$ cat config.mk
export PLATFORM = sky130hd
export DESIGN_NAME = quadrature_counter_velocity_unit
export DESIGN_NICKNAME = d
export VERILOG_FILES = /design/src/rtl/qcv_pkg.sv /design/src/rtl/qcv_term_div.sv /design/src/rtl/qcv_ring_avg.sv /design/src/rtl/quadrature_counter_velocity_unit.sv
export SDC_FILE = /design/constraint.sdc
export NUM_CORES = 2
export LEC_CHECK = 0
export BUFFER_PORTS_ARGS = -buffer_cell sky130_fd_sc_hd__buf_2
export CAP_MARGIN = 20
export CORE_UTILIZATION = 70
export DETAILED_ROUTE_END_ITERATION = 12
export HOLD_SLACK_MARGIN = 0.06
export PLACE_DENSITY = 0.88
export SLEW_MARGIN = 0
export SYNTH_ARGS = -nofsm -noshare
export SYNTH_HDL_FRONTEND = slang
export SYNTH_SLANG_ARGS = --single-unit
$ cat constraint.sdc
create_clock -name clock -period 19.39 [get_ports clock]
set_input_delay 3.878 -clock clock [delete_from_list [all_inputs] [get_ports clock]]
set_output_delay 3.878 -clock clock [all_outputs]
set_load 0.05 [all_outputs]
$ cat src/rtl/qcv_pkg.sv
// Shared types and constants for the quadrature counter velocity unit.
package qcv_pkg;

   localparam logic [1:0] REQ_EDGE_A = 2'd0;
   localparam logic [1:0] REQ_EDGE_B = 2'd1;
   localparam logic [1:0] REQ_TICK   = 2'd2;

   localparam int NUM_W  = 60;
   localparam int DEN_W  = 51;
   localparam int TERM_W = 32;
   localparam int QUO_W  = 32;

   localparam logic [12:0] RAD_SCALE = 13'd6280;
   localparam logic [15:0] EPR_RESET = 16'd3072;
   localparam logic [TERM_W-1:0] TERM_MAX = 32'h7FFF_FFFF;
   localparam logic [TERM_W-1:0] TERM_MIN = 32'h8000_0000;

   typedef struct packed {
      logic              done;
      logic [TERM_W-1:0] term;
   } div_stat_type;

   typedef struct packed {
      logic              done;
      logic [TERM_W-1:0] speed;
   } ring_stat_type;

endpackage

$ cat src/rtl/qcv_term_div.sv
// Restoring divider, one quotient bit per cycle, producing a saturated signed term.
module qcv_term_div (
   input  logic                        clock,
   input  logic                        reset,
   input  logic                        start,
   input  logic [qcv_pkg::NUM_W-1:0]   num,
   input  logic [qcv_pkg::DEN_W-1:0]   den,
   input  logic                        neg,
   output qcv_pkg::div_stat_type       stat
);

   localparam int DW = qcv_pkg::DEN_W + qcv_pkg::QUO_W - 1;

   logic [qcv_pkg::NUM_W-1:0] rem_ff;
   logic [DW-1:0]             dsr_ff;
   logic [qcv_pkg::QUO_W-1:0] quo_ff;
   logic                      neg_ff;
   logic [4:0]                cnt_ff;
   logic                      busy_ff;
   logic                      done_ff;

   logic [DW-1:0]             rem_ext;
   logic [qcv_pkg::NUM_W-1:0] diff;
   logic                      ge;

   always_comb begin
      rem_ext = DW'(rem_ff);
      ge      = rem_ext >= dsr_ff;
      diff    = qcv_pkg::NUM_W'(rem_ext - dsr_ff);
   end

   always_ff @(posedge clock) begin
      if (reset) begin
         busy_ff <= 1'b0;
         done_ff <= 1'b0;
         cnt_ff  <= 5'd0;
      end else begin
         done_ff <= 1'b0;
         if (start) begin
            busy_ff <= 1'b1;
            cnt_ff  <= 5'(qcv_pkg::QUO_W - 1);
         end else if (busy_ff) begin
            if (cnt_ff == 5'd0) begin
               busy_ff <= 1'b0;
               done_ff <= 1'b1;
            end else begin
               cnt_ff <= cnt_ff - 5'd1;
            end
         end
      end
   end

   always_ff @(posedge clock) begin
      if (start) begin
         rem_ff <= num;
         dsr_ff <= {den, {(qcv_pkg::QUO_W-1){1'b0}}};
         quo_ff <= '0;
         neg_ff <= neg;
      end else if (busy_ff) begin
         if (ge) begin
            rem_ff <= diff;
         end
         quo_ff <= {quo_ff[qcv_pkg::QUO_W-2:0], ge};
         dsr_ff <= dsr_ff >> 1;
      end
   end

   // top quotient bit set means |q| >= 2^31: saturate
   always_comb begin
      stat.done = done_ff;
      if (quo_ff[qcv_pkg::QUO_W-1]) begin
         stat.term = neg_ff ? qcv_pkg::TERM_MIN : qcv_pkg::TERM_MAX;
      end else begin
         stat.term = neg_ff ? (32'd0 - quo_ff) : quo_ff;
      end
   end

endmodule

$ cat src/rtl/qcv_ring_avg.sv
// Ring of velocity terms with a sequential saturating sum, one entry per cycle.
module qcv_ring_avg #(
   parameter int AVG_TAPS = 5
) (
   input  logic                        clock,
   input  logic                        reset,
   input  logic                        wr_en,
   input  logic [qcv_pkg::TERM_W-1:0]  wr_term,
   input  logic                        sum_start,
   output qcv_pkg::ring_stat_type      stat
);

   localparam int PW = (AVG_TAPS > 1) ? $clog2(AVG_TAPS) : 1;
   localparam int SW = qcv_pkg::TERM_W + PW + 1;
   localparam logic [PW-1:0] LAST = PW'(AVG_TAPS - 1);

   logic [qcv_pkg::TERM_W-1:0] ring_ff [AVG_TAPS];
   logic [PW-1:0]              pos_ff;
   logic [PW-1:0]              idx_ff;
   logic signed [SW-1:0]       acc_ff;
   logic                       busy_ff;
   logic                       done_ff;
   logic [qcv_pkg::TERM_W-1:0] speed_ff;

   logic [qcv_pkg::TERM_W-1:0] entry;
   logic signed [SW-1:0]       acc_sum;
   logic                       fits;

   always_comb begin
      entry   = ring_ff[idx_ff];
      acc_sum = acc_ff + $signed({{(SW-qcv_pkg::TERM_W){entry[qcv_pkg::TERM_W-1]}}, entry});
      fits    = (&acc_sum[SW-1:qcv_pkg::TERM_W-1]) || ~(|acc_sum[SW-1:qcv_pkg::TERM_W-1]);
   end

   always_ff @(posedge clock) begin
      if (reset) begin
         for (int k = 0; k < AVG_TAPS; k++) begin
            ring_ff[k] <= '0;
         end
         pos_ff   <= '0;
         idx_ff   <= '0;
         acc_ff   <= '0;
         busy_ff  <= 1'b0;
         done_ff  <= 1'b0;
         speed_ff <= '0;
      end else begin
         done_ff <= 1'b0;
         if (wr_en) begin
            ring_ff[pos_ff] <= wr_term;
            pos_ff          <= (pos_ff == LAST) ? '0 : pos_ff + PW'(1);
         end
         if (sum_start) begin
            busy_ff <= 1'b1;
            idx_ff  <= '0;
            acc_ff  <= '0;
         end else if (busy_ff) begin
            acc_ff <= acc_sum;
            if (idx_ff == LAST) begin
               busy_ff <= 1'b0;
               done_ff <= 1'b1;
               if (fits) begin
                  speed_ff <= acc_sum[qcv_pkg::TERM_W-1:0];
               end else begin
                  speed_ff <= acc_sum[SW-1] ? qcv_pkg::TERM_MIN : qcv_pkg::TERM_MAX;
               end
            end else begin
               idx_ff <= idx_ff + PW'(1);
            end
         end
      end
   end

   assign stat.done  = done_ff;
   assign stat.speed = speed_ff;

endmodule

$ cat src/rtl/quadrature_counter_velocity_unit.sv
// Top level: x4 quadrature position counter with averaged velocity estimate.
//
//   channel   ports                          direction   handshake
//   req       req_type/a_level/b_level/time  in          req_valid, req_stall
//   rsp       position/velocity/updated      out         rsp_valid, rsp_stall
//   csr       csr_write_data (events/rev)    in          csr_write_enable
//
// Edge and unused items: accept moves to S_OUT, which loads the output register.
// Update ticks: S_MUL, S_SCALE, S_DIV, S_RSTART and S_SUM, paced by the 32-step divider and
// the ring sum that reads one entry per cycle.
// One item at a time; req_stall is high until the result sits in the output register.
// Synchronous active-high reset clears position, history, ring and velocity.
module quadrature_counter_velocity_unit #(
   parameter int AVG_TAPS = 5
) (
   input  logic               clock,
   input  logic               reset,
   input  logic               req_valid,
   output logic               req_stall,
   input  logic [1:0]         req_type,
   input  logic               req_a_level,
   input  logic               req_b_level,
   input  logic [31:0]        req_time_ms,
   output logic               rsp_valid,
   input  logic               rsp_stall,
   output logic signed [31:0] rsp_position,
   output logic signed [31:0] rsp_velocity,
   output logic               rsp_velocity_updated,
   input  logic               csr_write_enable,
   input  logic [15:0]        csr_write_data
);

   typedef enum logic [2:0] {
      S_IDLE,
      S_OUT,
      S_MUL,
      S_SCALE,
      S_DIV,
      S_RSTART,
      S_SUM
   } state_type;

   state_type state_ff, state_in;

   logic [31:0]                count_ff, count_in;
   logic [31:0]                last_count_ff, last_count_in;
   logic [31:0]                last_time_ff, last_time_in;
   logic                       first_ff, first_in;
   logic [15:0]                epr_ff, epr_in;
   logic [31:0]                mag_ff, mag_in;
   logic                       neg_ff, neg_in;
   logic [31:0]                dt_ff, dt_in;
   logic [qcv_pkg::NUM_W-1:0]  num_ff, num_in;
   logic [47:0]                prod_ff, prod_in;
   logic [31:0]                speed_ff, speed_in;
   logic                       upd_ff, upd_in;
   logic                       rsp_valid_ff, rsp_valid_in;
   logic [31:0]                rsp_pos_ff, rsp_pos_in;
   logic [31:0]                rsp_vel_ff, rsp_vel_in;
   logic                       rsp_upd_ff, rsp_upd_in;

   logic [31:0]                dcount;
   logic [31:0]                dt_raw;
   logic [15:0]                epr_eff;
   logic [43:0]                mul_rad;
   logic [qcv_pkg::DEN_W-1:0]  den;
   logic                       accept;

   qcv_pkg::div_stat_type      div_stat;
   qcv_pkg::ring_stat_type     ring_stat;

   qcv_term_div u_div (
      .clock (clock),
      .reset (reset),
      .start (state_ff == S_SCALE),
      .num   (num_ff),
      .den   (den),
      .neg   (neg_ff),
      .stat  (div_stat)
   );

   qcv_ring_avg #(
      .AVG_TAPS (AVG_TAPS)
   ) u_ring (
      .clock     (clock),
      .reset     (reset),
      .wr_en     ((state_ff == S_DIV) && div_stat.done),
      .wr_term   (div_stat.term),
      .sum_start (state_ff == S_RSTART),
      .stat      (ring_stat)
   );

   always_comb begin
      accept  = req_valid && (state_ff == S_IDLE);
      dcount  = count_ff - last_count_ff;
      dt_raw  = first_ff ? 32'd1 : (req_time_ms - last_time_ff);
      epr_eff = (epr_ff == 16'd0) ? 16'd1 : epr_ff;
      mul_rad = 44'(mag_ff) * 44'(qcv_pkg::RAD_SCALE);
      den     = qcv_pkg::DEN_W'(prod_ff) + (qcv_pkg::DEN_W'(prod_ff) << 2);

      state_in      = state_ff;
      count_in      = count_ff;
      last_count_in = last_count_ff;
      last_time_in  = last_time_ff;
      first_in      = first_ff;
      epr_in        = epr_ff;
      mag_in        = mag_ff;
      neg_in        = neg_ff;
      dt_in         = dt_ff;
      num_in        = num_ff;
      prod_in       = prod_ff;
      speed_in      = speed_ff;
      upd_in        = upd_ff;
      rsp_valid_in  = rsp_valid_ff;
      rsp_pos_in    = rsp_pos_ff;
      rsp_vel_in    = rsp_vel_ff;
      rsp_upd_in    = rsp_upd_ff;

      if (csr_write_enable) begin
         epr_in = csr_write_data;
      end
      if (rsp_valid_ff && !rsp_stall) begin
         rsp_valid_in = 1'b0;
      end

      unique case (state_ff)
         S_IDLE: begin
            if (accept) begin
               upd_in   = 1'b0;
               state_in = S_OUT;
               unique case (req_type)
                  qcv_pkg::REQ_EDGE_A: begin
                     count_in = (req_a_level ^ req_b_level) ? count_ff + 32'd1
                                                            : count_ff - 32'd1;
                  end
                  qcv_pkg::REQ_EDGE_B: begin
                     count_in = (req_a_level ^ req_b_level) ? count_ff - 32'd1
                                                            : count_ff + 32'd1;
                  end
                  qcv_pkg::REQ_TICK: begin
                     neg_in        = dcount[31];
                     mag_in        = dcount[31] ? (32'd0 - dcount) : dcount;
                     dt_in         = (dt_raw == 32'd0) ? 32'd1 : dt_raw;
                     last_count_in = count_ff;
                     last_time_in  = req_time_ms;
                     first_in      = 1'b0;
                     upd_in        = 1'b1;
                     state_in      = S_MUL;
                  end
                  default: begin
                  end
               endcase
            end
         end
         S_MUL: begin
            num_in   = {mul_rad, 16'd0};
            prod_in  = 48'(dt_ff) * 48'(epr_eff);
            state_in = S_SCALE;
         end
         S_SCALE: begin
            state_in = S_DIV;
         end
         S_DIV: begin
            if (div_stat.done) begin
               state_in = S_RSTART;
            end
         end
         S_RSTART: begin
            state_in = S_SUM;
         end
         S_SUM: begin
            if (ring_stat.done) begin
               speed_in = ring_stat.speed;
               state_in = S_OUT;
            end
         end
         S_OUT: begin
            if (!rsp_valid_ff || !rsp_stall) begin
               rsp_valid_in = 1'b1;
               rsp_pos_in   = count_ff;
               rsp_vel_in   = speed_ff;
               rsp_upd_in   = upd_ff;
               state_in     = S_IDLE;
            end
         end
         default: begin
            state_in = S_IDLE;
         end
      endcase
   end

   always_ff @(posedge clock) begin
      if (reset) begin
         state_ff      <= S_IDLE;
         count_ff      <= '0;
         last_count_ff <= '0;
         last_time_ff  <= '0;
         first_ff      <= 1'b1;
         epr_ff        <= qcv_pkg::EPR_RESET;
         speed_ff      <= '0;
         rsp_valid_ff  <= 1'b0;
      end else begin
         state_ff      <= state_in;
         count_ff      <= count_in;
         last_count_ff <= last_count_in;
         last_time_ff  <= last_time_in;
         first_ff      <= first_in;
         epr_ff        <= epr_in;
         speed_ff      <= speed_in;
         rsp_valid_ff  <= rsp_valid_in;
      end
      mag_ff     <= mag_in;
      neg_ff     <= neg_in;
      dt_ff      <= dt_in;
      num_ff     <= num_in;
      prod_ff    <= prod_in;
      upd_ff     <= upd_in;
      rsp_pos_ff <= rsp_pos_in;
      rsp_vel_ff <= rsp_vel_in;
      rsp_upd_ff <= rsp_upd_in;
   end

   assign req_stall            = (state_ff != S_IDLE);
   assign rsp_valid            = rsp_valid_ff;
   assign rsp_position         = $signed(rsp_pos_ff);
   assign rsp_velocity         = $signed(rsp_vel_ff);
   assign rsp_velocity_updated = rsp_upd_ff;

   a_edge_step: assert property (@(posedge clock) disable iff (reset)
      (req_valid && !req_stall &&
       (req_type == qcv_pkg::REQ_EDGE_A || req_type == qcv_pkg::REQ_EDGE_B))
      |=> (count_ff == $past(count_ff) + 32'd1) || (count_ff == $past(count_ff) - 32'd1))
      else $error("edge beat did not move position by one");

   a_div_done: assert property (@(posedge clock) disable iff (reset)
      div_stat.done |-> (state_ff == S_DIV))
      else $error("divider finished outside the divide phase");

   a_ring_done: assert property (@(posedge clock) disable iff (reset)
      ring_stat.done |-> (state_ff == S_SUM))
      else $error("ring sum finished outside the sum phase");

endmodule
==> results.md <==
- Mapped Nets: 7,890
- Initial DRC count: 5,790
- Die area: 96,330 um^2
- Relative slew slack: 22.57%
- First-pass GRT wire length: 275,300 um
- Clk sinks: 886
- Die width: 310.4 um
- Reg2Reg Capture Point: prod_ff[44]$_DFFE_PP_
- Routed WL per cell: 21.36 um
- Global-route usage over all layers: 36.51%
- Number of flops mapped to enable cells by yosys: 588
- Gpl congestion: 0.9385
- Num CTS Buffers: 90
- Final ANT Viol Nets: 0
- CORE AREA: 93,750 um^2
- # DRC: 0
- VDD IR max: 0.2467 mV
- Hold path start: upd_ff$_DFFE_PP_
- Sw Share: 42.83%
- Crit. End Element: flip-flop
- Leakage: 30.37 nW
- Final hold violations: 0
- CP startpoint kind: flip-flop
- Cells after Synth: 6,882
- Tmin final: 8.513 ns
- Initial antenna violation count: 9
- Post-CTS setup buffer count: 0
- RR Startpoint: epr_ff[3]$_SDFFE_PP0P_
- Setup TNS: 0 ns
- Port bufs: 123
- Part of the cycle the worst path needs: 43.90%
- Mapped Area: 66,570 um^2
- Die height: 310.4 um
- Worst-case clock buffer depth: 3
- Register area share after synthesis: 35.49%
- I/O pin cnt: 124
- Placed cell area: 68,090 um^2
- WHS Endpoint: rsp_velocity_updated$_DFFE_PP_
- Final count of pins violating max slew: 0
- Site Rows: 112
- CTS Hold Buffers Added: 0
- Area growth syn-to-layout: 7.190%
- Ys async rst share: 0%
- Sequential power share: 25.8%
- Final setup vio count: 0
- Area of the multi-input gates: 38,410 um^2
- Vias in the first global route: 51,850
- Grt ovf: 0
- Setup CP Type: reg -> reg
- HP Class: reg -> reg
- Worst skew pair latency: 0.73 ns
- Unrepaired setup endpoints after global routing: false
- Worst hold stages: 0
- Share of cells above drive strength 1: 6.854%
- Pin count of the biggest net entering global routing: 106
- Final core occ: 76.11%
- N_diodes: 0
- Clock Skews: 0.06654 ns
- Final WL: 174,800 um
- Dpl hpwl: 119,300 um
- R2R cell count: 24
- R2R Setup Slk: 10.88 ns
- Worst EP required: 19.79 ns
- TritonRoute pass-1 iters: 8
- Non-Filler Instances: 8,184
- DR vias/cell: 6.329
- Clock share of power: 19.3%
- Status: finished, final reports clean
- Gates resized, CTS repair: 0
- Mapped Avg Cell Area: 9.673 um^2
- Gate power share: 54.9%
- CTS tree: done
- Vias: 51,800
- Max-Cap Viols: 0
- Clk slew on worst S/H paths: 0.07 ns
- Worst-Margin Slew: 1.155 ns
- Power per standard cell area: 136.8 nW/um^2
- Switch Pwr: 0.004182 W
- Power Internal: 0.005582 W
- CP arrival: 8.92 ns
- H-tree depth: 3
- Power, Total: 0.009764 W
- Yosys reg bits: 886
- Most common flop cell mapped by yosys: edfxtp_1
- Clock Tree Root: clkbuf_16
- Initial Util: 71.00%
- Worst Path Max Fanout: 21
- Synth warn: 0
- Placed Cells: 8,012
- FF/Latch Area: 23,630 um^2
- Fill count: 5,878
- Peak Freq: 0.1175 GHz
- # nets final: 7,860
- Post-synth cell types: 89
- Post-route cell area: 71,350 um^2
-- area by class of cell --
class                   count  area share [%]
multi-input cells        4781           53.83
well taps                1254           2.199
clock inverters            51          0.9662
inverters                 914           4.814
repair buffers            179           1.517
flip-flops and latches    886           33.12
clock buffers             119           3.551
-- registers in the layout (all words and copies together), names as in the netlist, 36 cells and up, named ones only --
signal          count
u_ring.ring_ff    256
num_ff             41
prod_ff            48
u_div.dsr_ff       82
u_ring.acc_ff      36
u_div.rem_ff       60
-- worst max-delay path by stage --
stage / end / slack, ns / start / cells past startpoint
global placement: prod_ff[44]$_DFFE_PP_ / 11.20 / epr_ff[3]$_SDFFE_PP0P_ / 24
floorplan: u_ring.ring_ff[6][0]$_DFFE_PP_ / 11.48 / reset / 3
finish: prod_ff[44]$_DFFE_PP_ / 10.88 / epr_ff[3]$_SDFFE_PP0P_ / 24
detailed placement: prod_ff[44]$_DFFE_PP_ / 11.10 / epr_ff[3]$_SDFFE_PP0P_ / 24
CTS: prod_ff[44]$_DFFE_PP_ / 11.02 / epr_ff[3]$_SDFFE_PP0P_ / 24
global route: prod_ff[44]$_DFFE_PP_ / 10.62 / epr_ff[3]$_SDFFE_PP0P_ / 24
-- Yosys cell counts (64+ instances only) --
library cell	n	area share (%)
edfxtp_1	588	27
xnor2_1	186	2.4
xor2_1	133	1.7
nor2_1	541	3.1
o21ai_0	212	1.6
a21o_1	163	1.8
nand3_1	104	0.78
nand2_1	750	4.2
ha_1	480	9.0
mux4_2	64	2.2
a21oi_1	507	3.8
and2_1	231	2.2
fa_1	471	14
dfxtp_1	298	9.0
clkbuf_1	279	1.6
mux2i_1	113	1.7
inv_1	913	5.1
nor3_1	64	0.48
-- logic make-up (layout without fill, tap and decap cells) --
| logic type | count (synthesis) | in the layout | synth area share [%] |
|---|---|---|---|
| AND/OR/NAND/NOR | 2024 | 2024 | 14.03 |
| AO/OA/AOI/OAI | 1280 | 1280 | 11.84 |
| buffers and inverters | 1215 | 1263 | 6.885 |
| adder cells (fa/ha/maj) | 951 | 951 | 23.19 |
| flip-flops | 886 | 886 | 35.49 |
| XOR/XNOR | 319 | 319 | 4.197 |
| multiplexers | 207 | 207 | 4.372 |
-- worst max-delay path, stage by stage (launching register included) --
cell       delay, ns
dfxtp_1         0.88
buf_4           0.38
nand2_1         0.11
fa_1            0.58
fa_1            0.44
fa_1            0.52
inv_1           0.05
fa_1            0.46
fa_1            0.55
inv_1           0.06
fa_1            0.54
inv_1           0.05
ha_1            0.36
a21o_1          0.20
a21o_1          0.20
a2111o_1        0.41
a21oi_1         0.18
nor3_1          0.07
a2111oi_0       0.97
o21ai_1         0.21
a211oi_1        0.40
o21ai_1         0.15
a21o_1          0.19
a21oi_1         0.16
xnor2_1         0.08
-- metrics by stage --
| stage | hold slack, ns | worst slack [ns] |
|---|---|---|
| finish | 0.3972 | 10.88 |
| global route | 0.4163 | 10.62 |
| CTS | 0.4069 | 11.02 |
| detailed placement | 0.4066 | 11.10 |
| global placement | 0.4062 | 11.20 |
| floorplan | 0.4003 | 11.48 |
-- per-layer routing --
layer / vias up / track usage, % / share of wire, %
met5: - / 0 / 0.028
met4: 10 / 16.04 / 4.9
met3: 659 / 8.970 / 11
met2: 3147 / 59.09 / 46
met1: 24820 / 46.71 / 38
li1: 23160 / - / -
-- cells in the final DEF (no fill, tap or decap), types with 44 or more instances in the layout --
| cell type | netlist | routed |
|---|---|---|
| o21ai_0 | 212 | 212 |
| o21bai_1 | 49 | 49 |
| dfxtp_1 | 298 | 294 |
| and2_1 | 231 | 231 |
| xnor2_1 | 186 | 186 |
| xor2_1 | 133 | 133 |
| edfxtp_1 | 588 | 588 |
| a211oi_1 | 44 | 44 |
| nand2_1 | 750 | 748 |
| clkbuf_16 | 0 | 92 |
| buf_4 | 0 | 53 |
| nand4_1 | 52 | 52 |
| a21o_1 | 163 | 163 |
| ha_1 | 480 | 480 |
| inv_1 | 913 | 911 |
| nor3_1 | 64 | 64 |
| buf_2 | 0 | 122 |
| a21oi_1 | 507 | 506 |
| nand3_1 | 104 | 104 |
| nor2_1 | 541 | 539 |
| mux2i_1 | 113 | 113 |
| nor2b_1 | 46 | 45 |
| mux4_2 | 64 | 64 |
| nand2b_1 | 55 | 54 |
| fa_1 | 471 | 471 |
-- power groups by stage --
| stage | clock, W | combinational (W) | sequential (W) |
|---|---|---|---|
| floorplan | 0 | 0.00391 | 0.00253 |
| global placement | 0 | 0.00499 | 0.00254 |
| detailed placement | 0 | 0.00518 | 0.00255 |
| CTS | 0.00189 | 0.00527 | 0.00251 |
| global route | 0.00196 | 0.00593 | 0.00253 |
| finish | 0.00189 | 0.00536 | 0.00252 |
Note: power is estimated with default switching activity, not from simulation.
